`src/hw/rtl/assert_macros.svh`:
```
// Assertion macros for the modules that check their own logic.
`ifndef ASSERT_MACROS_SVH
`define ASSERT_MACROS_SVH

// Same-cycle implication, checked on the rising clock and idle during reset.
`define EEG_ASSERT_IMP(lbl, ante, cons, msg) \
    lbl: assert property (@(posedge i_clk) disable iff (!i_rst_n) (ante) |-> (cons)) \
        else $error(msg);

// Next-cycle implication, checked on the rising clock and idle during reset.
`define EEG_ASSERT_NEXT(lbl, ante, cons, msg) \
    lbl: assert property (@(posedge i_clk) disable iff (!i_rst_n) (ante) |=> (cons)) \
        else $error(msg);

`endif

```
`src/hw/rtl/eeg_pkg.sv`:
```
// Package with the widths, codes and types of the extended gcd block.
package eeg_pkg;

    localparam int OPERAND_WIDTH = 31;
    localparam int IN_FIELD_W    = 31;
    localparam int DIV_W         = 31;
    localparam int COEF_W        = 32;
    localparam int CNT_W         = $clog2(OPERAND_WIDTH + 1);
    localparam int IN_DATA_W     = ((2 * IN_FIELD_W + 7) / 8) * 8;
    localparam int OUT_DATA_W    = ((DIV_W + 2 * COEF_W + 7) / 8) * 8;

    localparam logic [1:0] ST_IDLE  = 2'd0;
    localparam logic [1:0] ST_CHECK = 2'd1;
    localparam logic [1:0] ST_DIV   = 2'd2;

    typedef logic [OPERAND_WIDTH-1:0] t_opnd;
    typedef logic [COEF_W-1:0]        t_coef;

    // One quotient bit from the divider, most significant bit first.
    typedef struct packed {
        logic valid;
        logic bit_val;
    } t_qbit;

endpackage

```
`src/hw/rtl/eeg_divider.sv`:
```
// Bit-serial restoring divider: one quotient bit per cycle, remainder at the end.
module eeg_divider import eeg_pkg::*; (
    input  logic  i_clk,
    input  logic  i_rst_n,
    input  logic  i_start,
    input  t_opnd i_dividend,
    input  t_opnd i_divisor,
    output t_qbit o_qbit,
    output logic  o_done,
    output t_opnd o_rem
);

    logic                     r_busy, n_busy;
    logic                     r_done, n_done;
    logic [CNT_W-1:0]         r_cnt, n_cnt;
    t_opnd                    r_rem, n_rem;
    t_opnd                    r_quo, n_quo;
    t_opnd                    r_dvs, n_dvs;
    logic [OPERAND_WIDTH:0]   w_shift;
    logic [OPERAND_WIDTH:0]   w_trial;
    logic                     w_fit;

    assign w_shift = {r_rem, r_quo[OPERAND_WIDTH-1]};
    assign w_trial = w_shift - {1'b0, r_dvs};
    assign w_fit   = !w_trial[OPERAND_WIDTH];

    always_comb begin
        n_busy = r_busy;
        n_done = 1'b0;
        n_cnt  = r_cnt;
        n_rem  = r_rem;
        n_quo  = r_quo;
        n_dvs  = r_dvs;
        if (i_start) begin
            n_busy = 1'b1;
            n_cnt  = CNT_W'(OPERAND_WIDTH);
            n_rem  = '0;
            n_quo  = i_dividend;
            n_dvs  = i_divisor;
        end else if (r_busy) begin
            n_rem = w_fit ? w_trial[OPERAND_WIDTH-1:0] : w_shift[OPERAND_WIDTH-1:0];
            n_quo = {r_quo[OPERAND_WIDTH-2:0], 1'b0};
            n_cnt = r_cnt - CNT_W'(1);
            if (r_cnt == CNT_W'(1)) begin
                n_busy = 1'b0;
                n_done = 1'b1;
            end
        end
    end

    always_ff @(posedge i_clk) begin
        if (!i_rst_n) begin
            r_busy <= 1'b0;
            r_done <= 1'b0;
            r_cnt  <= '0;
        end else begin
            r_busy <= n_busy;
            r_done <= n_done;
            r_cnt  <= n_cnt;
        end
        r_rem <= n_rem;
        r_quo <= n_quo;
        r_dvs <= n_dvs;
    end

    assign o_qbit.valid   = r_busy;
    assign o_qbit.bit_val = w_fit;
    assign o_done         = r_done;
    assign o_rem          = r_rem;

endmodule

```
`src/hw/rtl/eeg_coef_mac.sv`:
```
// Accumulates quotient times coefficient from the divider's serial quotient bits.
module eeg_coef_mac import eeg_pkg::*; (
    input  logic  i_clk,
    input  logic  i_clear,
    input  t_qbit i_qbit,
    input  t_coef i_mult,
    output t_coef o_acc
);

    t_coef r_acc, n_acc;

    // Horner form: the product builds up as quotient bits arrive high to low.
    always_comb begin
        n_acc = r_acc;
        if (i_clear) begin
            n_acc = '0;
        end else if (i_qbit.valid) begin
            n_acc = {r_acc[COEF_W-2:0], 1'b0} + (i_qbit.bit_val ? i_mult : '0);
        end
    end

    always_ff @(posedge i_clk) begin
        r_acc <= n_acc;
    end

    assign o_acc = r_acc;

endmodule

```
`src/hw/rtl/extended_euclid_gcd_top.sv`:
```
// Extended Euclid gcd: gcd and Bezout coefficients of two operands, one word at a time.
//
// Each input word carries two non-negative operands a and b; the block returns
// g = gcd(a, b) and coefficients x, y with a*x + b*y = g (b zero gives g = a,
// x = 1, y = 0). Every Euclid step starts with a zero test and then runs
// one bit-serial division, with the quotient times coefficient products
// accumulated from the same quotient bits. Euclid takes at most about 46
// steps for 31-bit operands. The next input word is taken once the result
// has moved to the output register, even while that result still waits to
// be read.
`include "assert_macros.svh"

module extended_euclid_gcd_top import eeg_pkg::*; (
    input  logic                  i_clk,
    input  logic                  i_rst_n,
    input  logic                  i_s_tvalid,
    output logic                  o_s_tready,
    // first_operand [30:0], second_operand [61:31], zero fill above
    input  logic [IN_DATA_W-1:0]  i_s_tdata,
    output logic                  o_m_tvalid,
    input  logic                  i_m_tready,
    // divisor [30:0], coef_first [62:31], coef_second [94:63], zero fill above
    output logic [OUT_DATA_W-1:0] o_m_tdata
);

    logic [1:0]       r_state, n_state;
    t_opnd            r_prev_r, n_prev_r;
    t_opnd            r_cur_r, n_cur_r;
    t_coef            r_prev_s, n_prev_s;
    t_coef            r_cur_s, n_cur_s;
    t_coef            r_prev_t, n_prev_t;
    t_coef            r_cur_t, n_cur_t;
    logic             r_out_valid, n_out_valid;
    logic [DIV_W-1:0] r_out_g, n_out_g;
    t_coef            r_out_x, n_out_x;
    t_coef            r_out_y, n_out_y;

    logic             w_in_acc;
    logic             w_start;
    logic             w_done;
    logic             w_out_load;
    t_qbit            w_qbit;
    t_opnd            w_rem;
    t_coef            w_acc_s;
    t_coef            w_acc_t;

    eeg_divider u_div (
        .i_clk      (i_clk),
        .i_rst_n    (i_rst_n),
        .i_start    (w_start),
        .i_dividend (r_prev_r),
        .i_divisor  (r_cur_r),
        .o_qbit     (w_qbit),
        .o_done     (w_done),
        .o_rem      (w_rem)
    );

    eeg_coef_mac u_mac_s (
        .i_clk   (i_clk),
        .i_clear (w_start),
        .i_qbit  (w_qbit),
        .i_mult  (r_cur_s),
        .o_acc   (w_acc_s)
    );

    eeg_coef_mac u_mac_t (
        .i_clk   (i_clk),
        .i_clear (w_start),
        .i_qbit  (w_qbit),
        .i_mult  (r_cur_t),
        .o_acc   (w_acc_t)
    );

    assign o_s_tready = (r_state == ST_IDLE);
    assign w_in_acc   = i_s_tvalid && o_s_tready;

    always_comb begin
        n_state     = r_state;
        n_prev_r    = r_prev_r;
        n_cur_r     = r_cur_r;
        n_prev_s    = r_prev_s;
        n_cur_s     = r_cur_s;
        n_prev_t    = r_prev_t;
        n_cur_t     = r_cur_t;
        n_out_valid = r_out_valid && !i_m_tready;
        n_out_g     = r_out_g;
        n_out_x     = r_out_x;
        n_out_y     = r_out_y;
        w_start     = 1'b0;
        w_out_load  = 1'b0;
        unique case (r_state)
            ST_IDLE: begin
                if (w_in_acc) begin
                    n_prev_r = OPERAND_WIDTH'(i_s_tdata[IN_FIELD_W-1:0]);
                    n_cur_r  = OPERAND_WIDTH'(i_s_tdata[2*IN_FIELD_W-1:IN_FIELD_W]);
                    n_prev_s = COEF_W'(1);
                    n_cur_s  = '0;
                    n_prev_t = '0;
                    n_cur_t  = COEF_W'(1);
                    n_state  = ST_CHECK;
                end
            end
            ST_CHECK: begin
                if (r_cur_r == '0) begin
                    // Finished; hand the result over once the output register is free.
                    if (!r_out_valid || i_m_tready) begin
                        w_out_load  = 1'b1;
                        n_out_valid = 1'b1;
                        n_out_g     = DIV_W'(r_prev_r);
                        n_out_x     = r_prev_s;
                        n_out_y     = r_prev_t;
                        n_state     = ST_IDLE;
                    end
                end else begin
                    w_start = 1'b1;
                    n_state = ST_DIV;
                end
            end
            ST_DIV: begin
                if (w_done) begin
                    n_prev_r = r_cur_r;
                    n_cur_r  = w_rem;
                    n_prev_s = r_cur_s;
                    n_cur_s  = r_prev_s - w_acc_s;
                    n_prev_t = r_cur_t;
                    n_cur_t  = r_prev_t - w_acc_t;
                    n_state  = ST_CHECK;
                end
            end
            default: begin
                n_state = ST_IDLE;
            end
        endcase
    end

    always_ff @(posedge i_clk) begin
        if (!i_rst_n) begin
            r_state     <= ST_IDLE;
            r_out_valid <= 1'b0;
        end else begin
            r_state     <= n_state;
            r_out_valid <= n_out_valid;
        end
        r_prev_r <= n_prev_r;
        r_cur_r  <= n_cur_r;
        r_prev_s <= n_prev_s;
        r_cur_s  <= n_cur_s;
        r_prev_t <= n_prev_t;
        r_cur_t  <= n_cur_t;
        r_out_g  <= n_out_g;
        r_out_x  <= n_out_x;
        r_out_y  <= n_out_y;
    end

    assign o_m_tvalid = r_out_valid;
    assign o_m_tdata  = OUT_DATA_W'({r_out_y, r_out_x, r_out_g});

    `EEG_ASSERT_IMP(a_start_nonzero, w_start, (r_cur_r != '0), "division started by zero")
    `EEG_ASSERT_IMP(a_done_in_div, w_done, (r_state == ST_DIV), "divider done outside a step")
    `EEG_ASSERT_IMP(a_rem_below, w_done, (w_rem < r_cur_r), "remainder not below divisor")
    `EEG_ASSERT_IMP(a_no_overwrite, w_out_load, (!r_out_valid || i_m_tready), "result word overwritten")
    `EEG_ASSERT_NEXT(a_start_busy, w_start, (r_state == ST_DIV), "step started but not running")

endmodule
```
`config.mk`:
```
export PLATFORM = sky130hd
export DESIGN_NAME = extended_euclid_gcd_top
export DESIGN_NICKNAME = d
export VERILOG_FILES = /design/src/hw/rtl/eeg_pkg.sv /design/src/hw/rtl/eeg_divider.sv /design/src/hw/rtl/eeg_coef_mac.sv /design/src/hw/rtl/extended_euclid_gcd_top.sv
export VERILOG_INCLUDE_DIRS = /design/src /design/src/hw/rtl
export SDC_FILE = /design/constraint.sdc
export NUM_CORES = 1
export LEC_CHECK = 0
export BUFFER_PORTS_ARGS = -buffer_cell sky130_fd_sc_hd__buf_4
export CAP_MARGIN = 10
export CORE_MARGIN = 2
export CORE_UTILIZATION = 40
export DETAILED_ROUTE_END_ITERATION = 12
export PLACE_DENSITY = 0.58
export SLEW_MARGIN = 20
export SYNTH_ARGS = -nofsm -noshare
export SYNTH_HDL_FRONTEND = slang
export SYNTH_SLANG_ARGS = --single-unit
```
`constraint.sdc`:
```
create_clock -name i_clk -period 34 [get_ports i_clk]
set_input_delay 8.5 -clock i_clk [delete_from_list [all_inputs] [get_ports i_clk]]
set_output_delay 8.5 -clock i_clk [all_outputs]
set_load 0.03 [all_outputs]
```
### After elaboration in Yosys (flattened, before gate mapping)

Cells that the tools add are included.

* register bits: 452
* bits in latches: 0
* RAM bits: 0
* memory bits (read-only): 0
* memories kept: 0

* $add $sub $neg: 6
* multipliers: 0
* div/mod/pow operators: 0
* $lt $le $gt $ge: 0
* eq/ne operators: 6
* shift-type cells: 0
* multiplexer cells: 37
* bitwise operators: 2
* reductions and logical operators: 13

Operator list (count)
* 2-to-1 mux 32 bit: 8
* case mux 32 bit (2 select lines): 4
* 2-to-1 mux 31 bit: 7
* case mux 31 bit (2 select lines): 2
* adder 32 bit: 2
* subtractor 32 bit: 2
* subtractor 32 x 31 -> 32 bit: 1
* logical NOT 31 bit: 1
* 2-to-1 mux 5 bit: 2
* 2-to-1 mux 1 bit: 9
* AND reduction 3 bit: 3
* 2-to-1 mux 2 bit: 4
* case mux 2 bit (3 select lines): 1
* == test 5 x 1 -> 1 bit, second input constant: 1
* subtractor 5 x 1 -> 5 bit, second input constant: 1
* != test 2 x 1 -> 1 bit, second input constant: 2
* nonzero test 2 bit: 2
* != test 3 bit, second input constant: 1
* OR reduction 3 bit: 1
* == test 2 x 1 -> 1 bit, second input constant: 1
* == test 2 bit, second input constant: 1
* logical AND 1 bit: 2
* logical NOT 1 bit: 2
* logical NOT 2 bit: 1
* other kinds (2): 3

### Logic depth before layout (Yosys ltp)

Gate-level depths: netlist of the first run.

* depth in word-level cells: 5
* depth in mapped cells: 28

### Hierarchy

A second synthesis of the first run with hierarchy kept.

* cells, all modules: 2533
* area, all modules: 25745.9 µm²

Modules (own cells, without submodules)
* extended_euclid_gcd_top: instances 1, cells each 1200, area each 13999.7 µm², seq. area each 8618.3 µm²
* eeg_coef_mac: instances 2, cells each 366, area each 2945.3 µm², seq. area each 640.6 µm²
* eeg_divider: instances 1, cells each 601, area each 5855.6 µm², seq. area each 2622.5 µm²

### Worst setup path after synthesis of the first run

OpenSTA, ideal clock, no wires.

* path kind: in2reg
* from: input port i_s_tvalid
* to: register r_cur_r[0], enable pin
* data arrival time: 16478 ps
* data required time: 33256 ps
* path slack: 16778 ps
* stages on the path: 2
* buffers on the path: 0
* cells stage by stage: mux2i_1 -> nor2_1

* longest elaborated chain between the ends: 3

Ends and longest elaborated chain
* start, declared: line extended_euclid_gcd_top.sv:16 `input logic i_s_tvalid,`
* logical AND 1 bit: line extended_euclid_gcd_top.sv:75 `assign w_in_acc = i_s_tvalid && o_s_tready;`
* != test 2 x 1 -> 1 bit (no line)
* AND reduction 3 bit (no line)
* end signal, assigned: line extended_euclid_gcd_top.sv:145 `r_cur_r <= n_cur_r;`
* end, declared: line extended_euclid_gcd_top.sv:28 `t_opnd r_cur_r, n_cur_r;`

No other way between the ends.
A chain may end at the register's enable or synchronous reset.

### Final worst setup path of the first run

* from: input port i_s_tvalid
* to: register r_prev_t[16], enable pin

* longest elaborated chain between the ends: 3

Ends and longest elaborated chain
* logical AND 1 bit: line extended_euclid_gcd_top.sv:75
* != test 2 x 1 -> 1 bit (no line)
* AND reduction 3 bit (no line)
* end signal, assigned: line extended_euclid_gcd_top.sv:148 `r_prev_t <= n_prev_t;`
* end, declared: line extended_euclid_gcd_top.sv:31 `t_coef r_prev_t, n_prev_t;`

No other way between the ends.

==> results of run 1 <==
[routing by layer]
layer | share of wire, % | vias up | wire (um) | GRT usage [%]
met1 | 48 | 8635 | 28700 | 26.7
met2 | 45 | 411 | 26700 | 29.8
met3 | 5.0 | 74 | 2990 | 3.06
met5 | 0.013 | - | 8 | 0
met4 | 2.2 | 2 | 1340 | 4.91
li1 | - | 8818 | - | -
[worst max-delay path by stage]
stage / to / from / slack [ns]
after CTS: r_out_y[16]$_DFFE_PP_ / i_m_tready / 23.91
after global routing: r_prev_t[16]$_SDFFCE_PN0P_ / i_s_tvalid / 23.94
after global placement: r_out_g[18]$_DFFE_PP_ / i_m_tready / 23.36
after floorplan: r_cur_r[0]$_DFFE_PP_ / i_s_tvalid / 16.78
after detailed placement: r_out_y[20]$_DFFE_PP_ / i_m_tready / 23.28
final: r_prev_t[16]$_SDFFCE_PN0P_ / i_s_tvalid / 24.08
[cell usage after synthesis, types with 39 or more instances]
library cell  count  share of area [%]
a21o_1           68                2.1
mux2i_1          45                1.8
clkbuf_1         83                1.3
nor2_1          201                3.1
and2_1          128                3.3
dfxtp_1         105                8.6
xor2_1           44                1.6
o21ai_0          96                2.0
a31oi_1          39                1.0
a21oi_1         142                2.9
edfxtp_1        347                 43
xnor2_1          91                3.3
inv_1           121                1.9
nand2_1         413                6.4
ha_1            155                8.0
[worst register-to-register path: stages, from the launching register on]
cell	delay [ns]
edfxtp_1	0.42
inv_1	0.08
ha_1	0.22
nor2b_1	0.12
o21a_1	0.18
o2111ai_1	0.18
o211ai_1	0.20
or3b_1	0.44
and3_4	0.21
a31o_2	0.23
a31oi_4	0.35
xnor2_4	0.33
buf_4	0.43
buf_4	0.50
and2_1	0.21
ha_1	0.22
and3_1	0.22
nor2b_1	0.22
and2_1	0.17
or4b_2	0.64
a311oi_1	0.48
a31oi_1	0.18
xnor2_1	0.16
or3_1	0.30
a31oi_1	0.17
[area by class of cell]
| cell class | instances | area, um2 | share of cell area (%) |
|---|---|---|---|
| repair buffers | 178 | 1360 | 4.86 |
| clock inverters | 26 | 263 | 0.939 |
| flip-flops and latches | 452 | 12500 | 44.8 |
| clock buffers | 67 | 1330 | 4.74 |
| inverters | 121 | 457 | 1.63 |
| well taps | 782 | 978 | 3.50 |
| multi-input cells | 1754 | 11100 | 39.6 |
[state kept, by name, summed over array words and instances (netlist names)]
name and cells:
r_prev_s 32, o_m_tvalid 1, u_mac_t.o_acc 32, u_div.r_dvs 31, u_div.r_cnt 5, r_out_x 32, u_div.r_busy 1, r_prev_t 32
r_prev_r 31, r_cur_s 32, u_div.o_done 1, u_mac_s.o_acc 32, u_div.o_rem 31, r_cur_t 32, r_out_g 31, u_div.r_quo 31
r_cur_r 31, r_state 2, r_out_y 32
[placed cells by master, fill, tap and decap left out, types with 44 or more instances in the layout]
master / count
dfxtp_1: 104
o21ai_0: 96
a21oi_1: 142
edfxtp_1: 347
xor2_1: 44
mux2i_1: 45
nand2_1: 412
buf_4: 176
and2_1: 128
xnor2_1: 89
a21o_1: 68
ha_1: 155
nor2_1: 200
inv_1: 119
clkbuf_16: 50
[kinds of logic (layout without fill, tap and decap cells)]
| family | count (synthesis) | in the layout |
|---|---|---|
| AOI/OAI and AO/OA | 497 | 497 |
| xor gates and xnor gates | 136 | 136 |
| adders and majority gates | 160 | 160 |
| buffers and inverters | 215 | 392 |
| DFF | 452 | 452 |
| muxes | 45 | 45 |
| other | 1 | 1 |
| and+or+nand+nor | 915 | 915 |
[metrics by stage]
stage	power (mW)	hold WS [ns]	instance area (um2)	cells
6_report	2.17	0.436	28000	3380
5_1_grt	2.33	0.452	28000	3380
3_5_place_dp	1.64	0.434	26400	3286
4_1_cts	2.18	0.436	28000	3379
3_3_place_gp	1.62	0.434	26400	3286
2_1_floorplan	1.44	0.417	24400	2421
[where the power goes]
part | leakage, nW | internal [mW] | switching [mW] | total, mW
logic | 6.64 | 0.368 | 0.516 | 0.884
clock network | 0.770 | 0.311 | 0.224 | 0.536
registers | 4.17 | 0.686 | 0.0667 | 0.753
==> qor.yml, run 1 <==
status: "completed"
synth_edf_count: 347
post_cts_buffers: 0
tns_ns: 0
overflow: 0
syn_inst: 2421
drt.antenna.violating_nets: 0
layout-drive-gt1-share_pct: 10.2
wire_per_inst_um: 17.7
fillers: 5651
reg2reg_slack_ns: 27.04
drc_errors: 0
hold_buffers: 0
cts_buffers: 50
die_h_um: 251
avgSynthCellArea_um2: 10.1
drtIter0Drc: 1076
dr.pass1.iters: 7
synth_fp_nets: 2649
crit_type: "in -> reg"
fin_crit_ns: 9.92
routed_via_density: 5.31
crit_path_end_kind: "flip-flop"
synth_top_family_by_area: "simple AND/OR/NAND/NOR gates"
die_w_um: 251
antennaDiodeCount: 0
cts_root_buffer: "clkbuf_16"
worst_slack_ns: 24.08
clock_path_buffers: 3
hold_path_startpoint: "r_prev_r[28]$_DFFE_PP_"
p_per_area_nw_per_um2: 77.7
max-cap-violations: 0
path_max_fanout: 66
synth-simple-area-share_pct: 17.1
post-route-period-util_pct: 29.2
vdd_drop_max_mv: 0.0399
synth_compound_area_share_pct: 13.0
hpwl_um: 39500
start_kind: "primary input"
htreeDepth: 2
dr_total_vias: 17900
insertion_delay_ns: 0.61
critPathSlowestCell: "buf_4"
whs_path_depth: 0
place_congestion: 0.903
grt_pass1_vias: 17600
synth_mux_area_share_pct: 1.85
cp.arrival_ns: 10.14
core_um2: 60200
post-route-util_pct: 46.4
max_freq_ghz: 0.101
io_buffers: 162
critPathMostFrequentCell: "buf_4"
worstSetupPathDepth: 5
yosysSeqAreaShare_pct: 51.4
crit_required_ns: 34.22
hold_viol_final: 0
cts_resized: 0
yosysWarnings: 0
grt_util_all_layers_pct: 18.8
die_area_um2: 62900
yosys_register_bits: 452
grt_max_degree: 83
area_delta_synth_final_pct: 14.9
synth_xor_area_share_pct: 4.95
reg2reg_to: "u_mac_t.o_acc[31]$_SDFFE_PP0P_"
post-place-ws_ns: 23.28
clock_sinks: 452
path_buf_inv: 3
ios: 166
path_cells: "buf_4 > mux2i_1 > nor2_4 > buf_4 > buf_4"
tightestPinTransition_ns: 1.05
synthAdderAreaFrac_pct: 8.38
ys.flop_type: "edfxtp_1"
wl_um: 59700
slowest_delay_ns: 0.65
ys_async_sr_fraction_pct: 0
clock_skew_ns: 0.0273
rsz0062_at_grt: "no"
antenna_found_initial: 2
setup_violations: 0
rows: 90
drv_slew: 0
reg2reg_depth: 24
nNetsFinal: 2785
leakage_nw: 11.6
grt_pass1_wl_um: 94500
reg2reg_from: "u_div.r_dvs[1]$_DFFE_PP_"
start_util_pct: 40.4
cts_tree: "done"
yosysUniqueCellTypes: 66
cp_top_family: "buffers and inverters"
hold_end: "r_out_g[28]$_DFFE_PP_"
clkTransAtPathRegs_ns: 0.06
min_path_type: "reg -> reg"
timing.slew.headroom_pct: 30.0
synth_area_um2: 24400
(Power assumes the default switching activity.)
==> run 2: changes to the inputs <==
==> constraint.sdc (replaced) <==
create_clock -name i_clk -period 9.7 [get_ports i_clk]
set_input_delay 2.425 -clock i_clk [delete_from_list [all_inputs] [get_ports i_clk]]
set_output_delay 2.425 -clock i_clk [all_outputs]
set_load 0.03 [all_outputs]
==> qor.yml, run 2 (synthesized netlist as in run 1, its figures left out) <==
status: "completed"
timing.slew.headroom_pct: 28.7  # -1.3 points
wire_per_inst_um: 17.7  # -0.11%
place_congestion: 0.896  # -0.76%
max_freq_ghz: 0.145
clock_power_share_pct: 24.9  # +0.2 points
crit_type: "reg -> reg"
p_per_area_nw_per_um2: 273  # +250%
final_common_cell: "nand2_1"
cts_buffers: 50  # unchanged
critPathSlowestCell: "or4b_2"
core_um2: 60200  # unchanged
hold_viol_final: 0  # unchanged
grt_util_all_layers_pct: 18.9  # +0.13 points
nNetsFinal: 2784  # -0.036%
grt_pass1_vias: 18000  # +1.8%
grt_max_degree: 192  # +130%
die_area_um2: 62900  # unchanged
clkTransAtPathRegs_ns: 0.06  # about the same
tightestPinTransition_ns: 1.07  # +0.0229 ns
fin_crit_ns: 6.89
start_kind: "flip-flop"
hold_buffers: 0  # unchanged
leakage_nw: 11.6  # +0.22%
min_path_type: "reg -> reg"
drc_errors: 0  # unchanged
start_util_pct: 40.4  # unchanged
insertion_delay_ns: 0.60  # about the same
setup_violations: 0  # unchanged
cts_resized: 0  # unchanged
htreeDepth: 2  # unchanged
antenna_found_initial: 1  # -1
postLayoutCellArea_um2: 28000  # about the same
worst_slack_ns: 2.81  # -21.27 ns
fin_hold_ws_ns: 0.444  # +0.00748 ns
area_delta_synth_final_pct: 15.0  # about the same
dr.pass1.iters: 5  # -2
post-route-util_pct: 46.5  # about the same
placed_cells: 3285  # -0.030%
rsz0062_at_grt: "no"
routed_via_density: 5.35  # +0.77%
rows: 90  # unchanged
post_cts_buffers: 0  # unchanged
cp.arrival_ns: 7.41  # -2.73 ns
p_int_mw: 4.80  # +250%
cts_root_buffer: "clkbuf_16"
max-cap-violations: 0  # unchanged
drtIter0Drc: 966  # -10%
overflow: 0  # unchanged
grt_pass1_wl_um: 95500  # +1.0%
place_area_um2: 26400  # about the same
p_sw_share_pct: 37.2  # +0.056 points
mostFrequentLayoutCells: "nand2_1, edfxtp_1, nor2_1, buf_4, ha_1"
wl_um: 59700  # -0.14%
post-place-ws_ns: 2.88  # -20.39 ns
switching_power_mw: 2.84  # +250%
antennaDiodeCount: 0  # unchanged
clock_path_buffers: 3  # unchanged
seqPwrFrac_pct: 34.5  # -0.2 points
total_power_mw: 7.65  # +250%
clock_skew_ns: 0.0158  # -0.0115 ns
ios: 166  # unchanged
stdcell_count: 3379  # -0.030%
post-route-period-util_pct: 71.1
drt.antenna.violating_nets: 0  # unchanged
path_max_fanout: 19  # -71%
tns_ns: 0  # unchanged
comb_power_share_pct: 40.6  # about the same
die_h_um: 251  # unchanged
cts_tree: "done"
clock_sinks: 452  # unchanged
crit_path_end_kind: "flip-flop"
hpwl_um: 39300  # -0.35%
dr_total_vias: 18100  # +0.74%
io_buffers: 162  # unchanged
slowest_delay_ns: 0.69  # +0.04 ns
drv_slew: 0  # unchanged
layout-drive-gt1-share_pct: 10.5  # +0.27 points
die_w_um: 251  # unchanged
vdd_drop_max_mv: 0.137  # +240%
crit_required_ns: 10.22  # -24.00 ns
-- run 2: layout make-up --
cell class	instances	area [um2]
multi-input cells	1754	11100
clock buffers	63	1330
flip-flops and latches	452	12500
inverters	121	457
well taps	782	978
clock inverters	30	293
repair buffers	177	1360
fillers	5637	32200
-- run 2: critical path: cells and delay by family (launching register included) --
kind | cells | cell delay (ns)
AND/OR/NAND/NOR | 9 | 2.64
AO/OA/AOI/OAI | 10 | 2.38
adder cells (fa/ha/maj) | 3 | 0.69
flip-flops | 1 | 0.41
buffers and inverters | 2 | 0.35
XOR/XNOR | 2 | 0.33
-- run 2: final timing paths --
path / from / end / slack, ns / cells past startpoint
worst max-delay path: u_div.r_dvs[1]$_DFFE_PP_ / u_mac_t.o_acc[31]$_SDFFE_PP0P_ / 2.81 / 26
worst min-delay path: r_prev_r[12]$_DFFE_PP_ / r_out_g[12]$_DFFE_PP_ / 0.44 / 0
worst max register to register: u_div.r_dvs[1]$_DFFE_PP_ / u_mac_t.o_acc[31]$_SDFFE_PP0P_ / 2.81 / 26
worst min register to register: r_prev_r[12]$_DFFE_PP_ / r_out_g[12]$_DFFE_PP_ / 0.44 / 0
-- run 2: power by group through the flow --
| stage | logic, mW | registers [mW] | clock network (mW) |
|---|---|---|---|
| 5_1_grt | 3.48 | 2.67 | 2.02 |
| 3_5_place_dp | 3.06 | 2.67 | 0 |
| 4_1_cts | 3.09 | 2.64 | 1.95 |
| 2_1_floorplan | 2.45 | 2.59 | 0 |
| 3_3_place_gp | 3.01 | 2.67 | 0 |
| 6_report | 3.10 | 2.64 | 1.91 |
-- run 2: per-layer routing --
metal	share of wire [%]	wire length (um)	vias to the layer above	global-route usage, %
li1	-	-	8821	-
met1	48	28800	8736	26.9
met2	45	26700	419	30.0
met3	5.0	2970	95	3.09
met4	2.0	1210	2	4.69
met5	0.013	8	-	0
==> run 3: changes to the inputs <==
==> constraint.sdc (replaced) <==
create_clock -name i_clk -period 6.6 [get_ports i_clk]
set_input_delay 1.65 -clock i_clk [delete_from_list [all_inputs] [get_ports i_clk]]
set_output_delay 1.65 -clock i_clk [all_outputs]
set_load 0.03 [all_outputs]
==> qor.yml, run 3 (synthesized netlist as in run 1, its figures left out) <==
fin_crit_ns: 6.17  # -0.720 ns
setup_violations: 0  # unchanged
rsz0062_at_grt: "no"
fin_hold_ws_ns: 0.436  # -0.00752 ns
place_congestion: 0.894  # -0.17%
cts_buffers: 51  # +2.0%
top_layer: "met5"
grt_pass1_vias: 17700  # -1.3%
antennaDiodeCount: 0  # unchanged
dr_total_vias: 17900  # -0.88%
critPathSlowestCell: "fa_1"
clock_sinks: 452  # unchanged
tns_ns: 0  # unchanged
vdd_drop_max_mv: 0.237  # +73%
die_w_um: 251  # unchanged
ios: 166  # unchanged
whs_path_depth: 0  # unchanged
layout-drive-gt1-share_pct: 10.6  # +0.099 points
mostFrequentLayoutCells: "nand2_1, edfxtp_1, nor2_1, buf_4, ha_1"
cp.arrival_ns: 6.70  # -0.71 ns
io_buffers: 162  # unchanged
final_common_cell: "nand2_1"
post-route-period-util_pct: 93.5  # +22 points
crit_path_end_kind: "flip-flop"
clock_skew_ns: 0.0289  # +0.0131 ns
hold_viol_final: 0  # unchanged
die_h_um: 251  # unchanged
htreeDepth: 2  # unchanged
slowest_delay_ns: 0.47  # -0.22 ns
cts_resized: 0  # unchanged
cp_top_family: "compound AO/OA/AOI/OAI gates"
reg2reg_slack_ns: 0.43  # -2.38 ns
total_power_mw: 11.3  # +47%
clkTransAtPathRegs_ns: 0.06  # about the same
overflow: 0  # unchanged
die_area_um2: 62900  # unchanged
area_delta_synth_final_pct: 15.4
grt_pass1_wl_um: 95000  # -0.51%
wire_per_inst_um: 17.6  # -0.24%
leakage_nw: 11.6  # +0.17%
hold_buffers: 0  # unchanged
met3WireLength_um: 3140  # +5.8%
drv_slew: 0  # unchanged
start_kind: "flip-flop"
tightestPinTransition_ns: 1.03  # -0.0401 ns
stdcell_count: 3383  # +0.12%
rows: 90  # unchanged
nNetsFinal: 2787  # +0.11%
drt.antenna.violating_nets: 0  # unchanged
cts_root_buffer: "clkbuf_16"
post_cts_buffers: 0  # unchanged
hpwl_um: 39600  # +0.61%
drtIter0Drc: 1037  # +7.3%
p_per_area_nw_per_um2: 401  # +47%
min_path_type: "reg -> reg"
clock_path_buffers: 3  # unchanged
grt_util_all_layers_pct: 18.8  # -0.092 points
hold_end: "r_out_g[9]$_DFFE_PP_"
dr_wl_met2_um: 26300  # -1.2%
path_max_fanout: 65  # +46
fillers: 5614  # -0.41%
worst_slack_ns: 0.428  # -2.38 ns
drc_errors: 0  # unchanged
max_freq_ghz: 0.162  # +12%
core_um2: 60200  # unchanged
postLayoutCellArea_um2: 28100  # +0.32%
path_buf_inv: 2  # unchanged
hold_path_startpoint: "r_prev_r[9]$_DFFE_PP_"
reg2reg_from: "u_div.r_dvs[1]$_DFFE_PP_"
post-place-ws_ns: 0.248  # -2.64 ns
crit_required_ns: 7.13  # -3.09 ns
cts_tree: "done"
reg2reg_to: "u_mac_s.o_acc[31]$_SDFFE_PP0P_"
start_util_pct: 40.4  # unchanged
routed_via_density: 5.30  # -1.0%
grt_max_degree: 177  # -7.8%
insertion_delay_ns: 0.62  # +0.02 ns
post-route-util_pct: 46.6  # +0.15 points
max-cap-violations: 0  # unchanged
timing.slew.headroom_pct: 31.4  # +2.7 points
met1Wirelength_um: 28800  # about the same
antenna_found_initial: 2  # +1
placed_cells: 3287  # +0.061%
reg2reg_depth: 25  # -3.8%
crit_type: "reg -> reg"
status: "completed"
dr.pass1.iters: 7  # +2
wl_um: 59600  # -0.12%
place_area_um2: 26400  # +0.15%
-- run 3: cell count changes in the layout (fill, tap and decap cells not counted), sizes merged --
cell      delta
buf          +2
clkbuf       -1
clkinv       +3
clkinvlp     +1
inv          -1
-- run 3: where the power goes --
part	switching, mW	internal [mW]	leakage, nW
registers	0.345	3.54	4.17
logic	2.65	1.91	6.65
clock network	1.19	1.64	0.802
total	4.18	7.09	11.6
-- run 3: final cells by class --
class                           count  area [um2]  share of cell area [%]
Multi-Input combinational cell   1754       11100                    39.5
Tap cell                          782         978                    3.48
Inverter                          121         457                    1.63
Clock inverter                     33         320                    1.14
Timing Repair Buffer              179        1390                    4.96
Sequential cell                   452       12500                    44.6
Clock buffer                       62        1340                    4.76
-- run 3: worst max path at each step --
stage,from,cells after the start,endpoint,slack (ns)
2_1_floorplan,i_m_tready,2,r_out_g[0]$_DFFE_PP_,0.11
3_3_place_gp,u_div.r_dvs[1]$_DFFE_PP_,26,u_mac_t.o_acc[31]$_SDFFE_PP0P_,0.31
3_5_place_dp,u_div.r_dvs[1]$_DFFE_PP_,26,u_mac_t.o_acc[31]$_SDFFE_PP0P_,0.25
4_1_cts,u_div.r_dvs[1]$_DFFE_PP_,26,u_mac_t.o_acc[31]$_SDFFE_PP0P_,0.21
5_1_grt,u_div.r_dvs[1]$_DFFE_PP_,26,u_mac_t.o_acc[31]$_SDFFE_PP0P_,0.01
6_report,u_div.r_dvs[1]$_DFFE_PP_,25,u_mac_s.o_acc[31]$_SDFFE_PP0P_,0.43
-- run 3: layer usage --
layer  global-route usage (%)  vias to the layer above
li1                         -                     8852
met3                     2.79                       88
met5                        0                        -
met1                     26.8                     8544
met2                     29.7                      426
met4                     5.51                        4
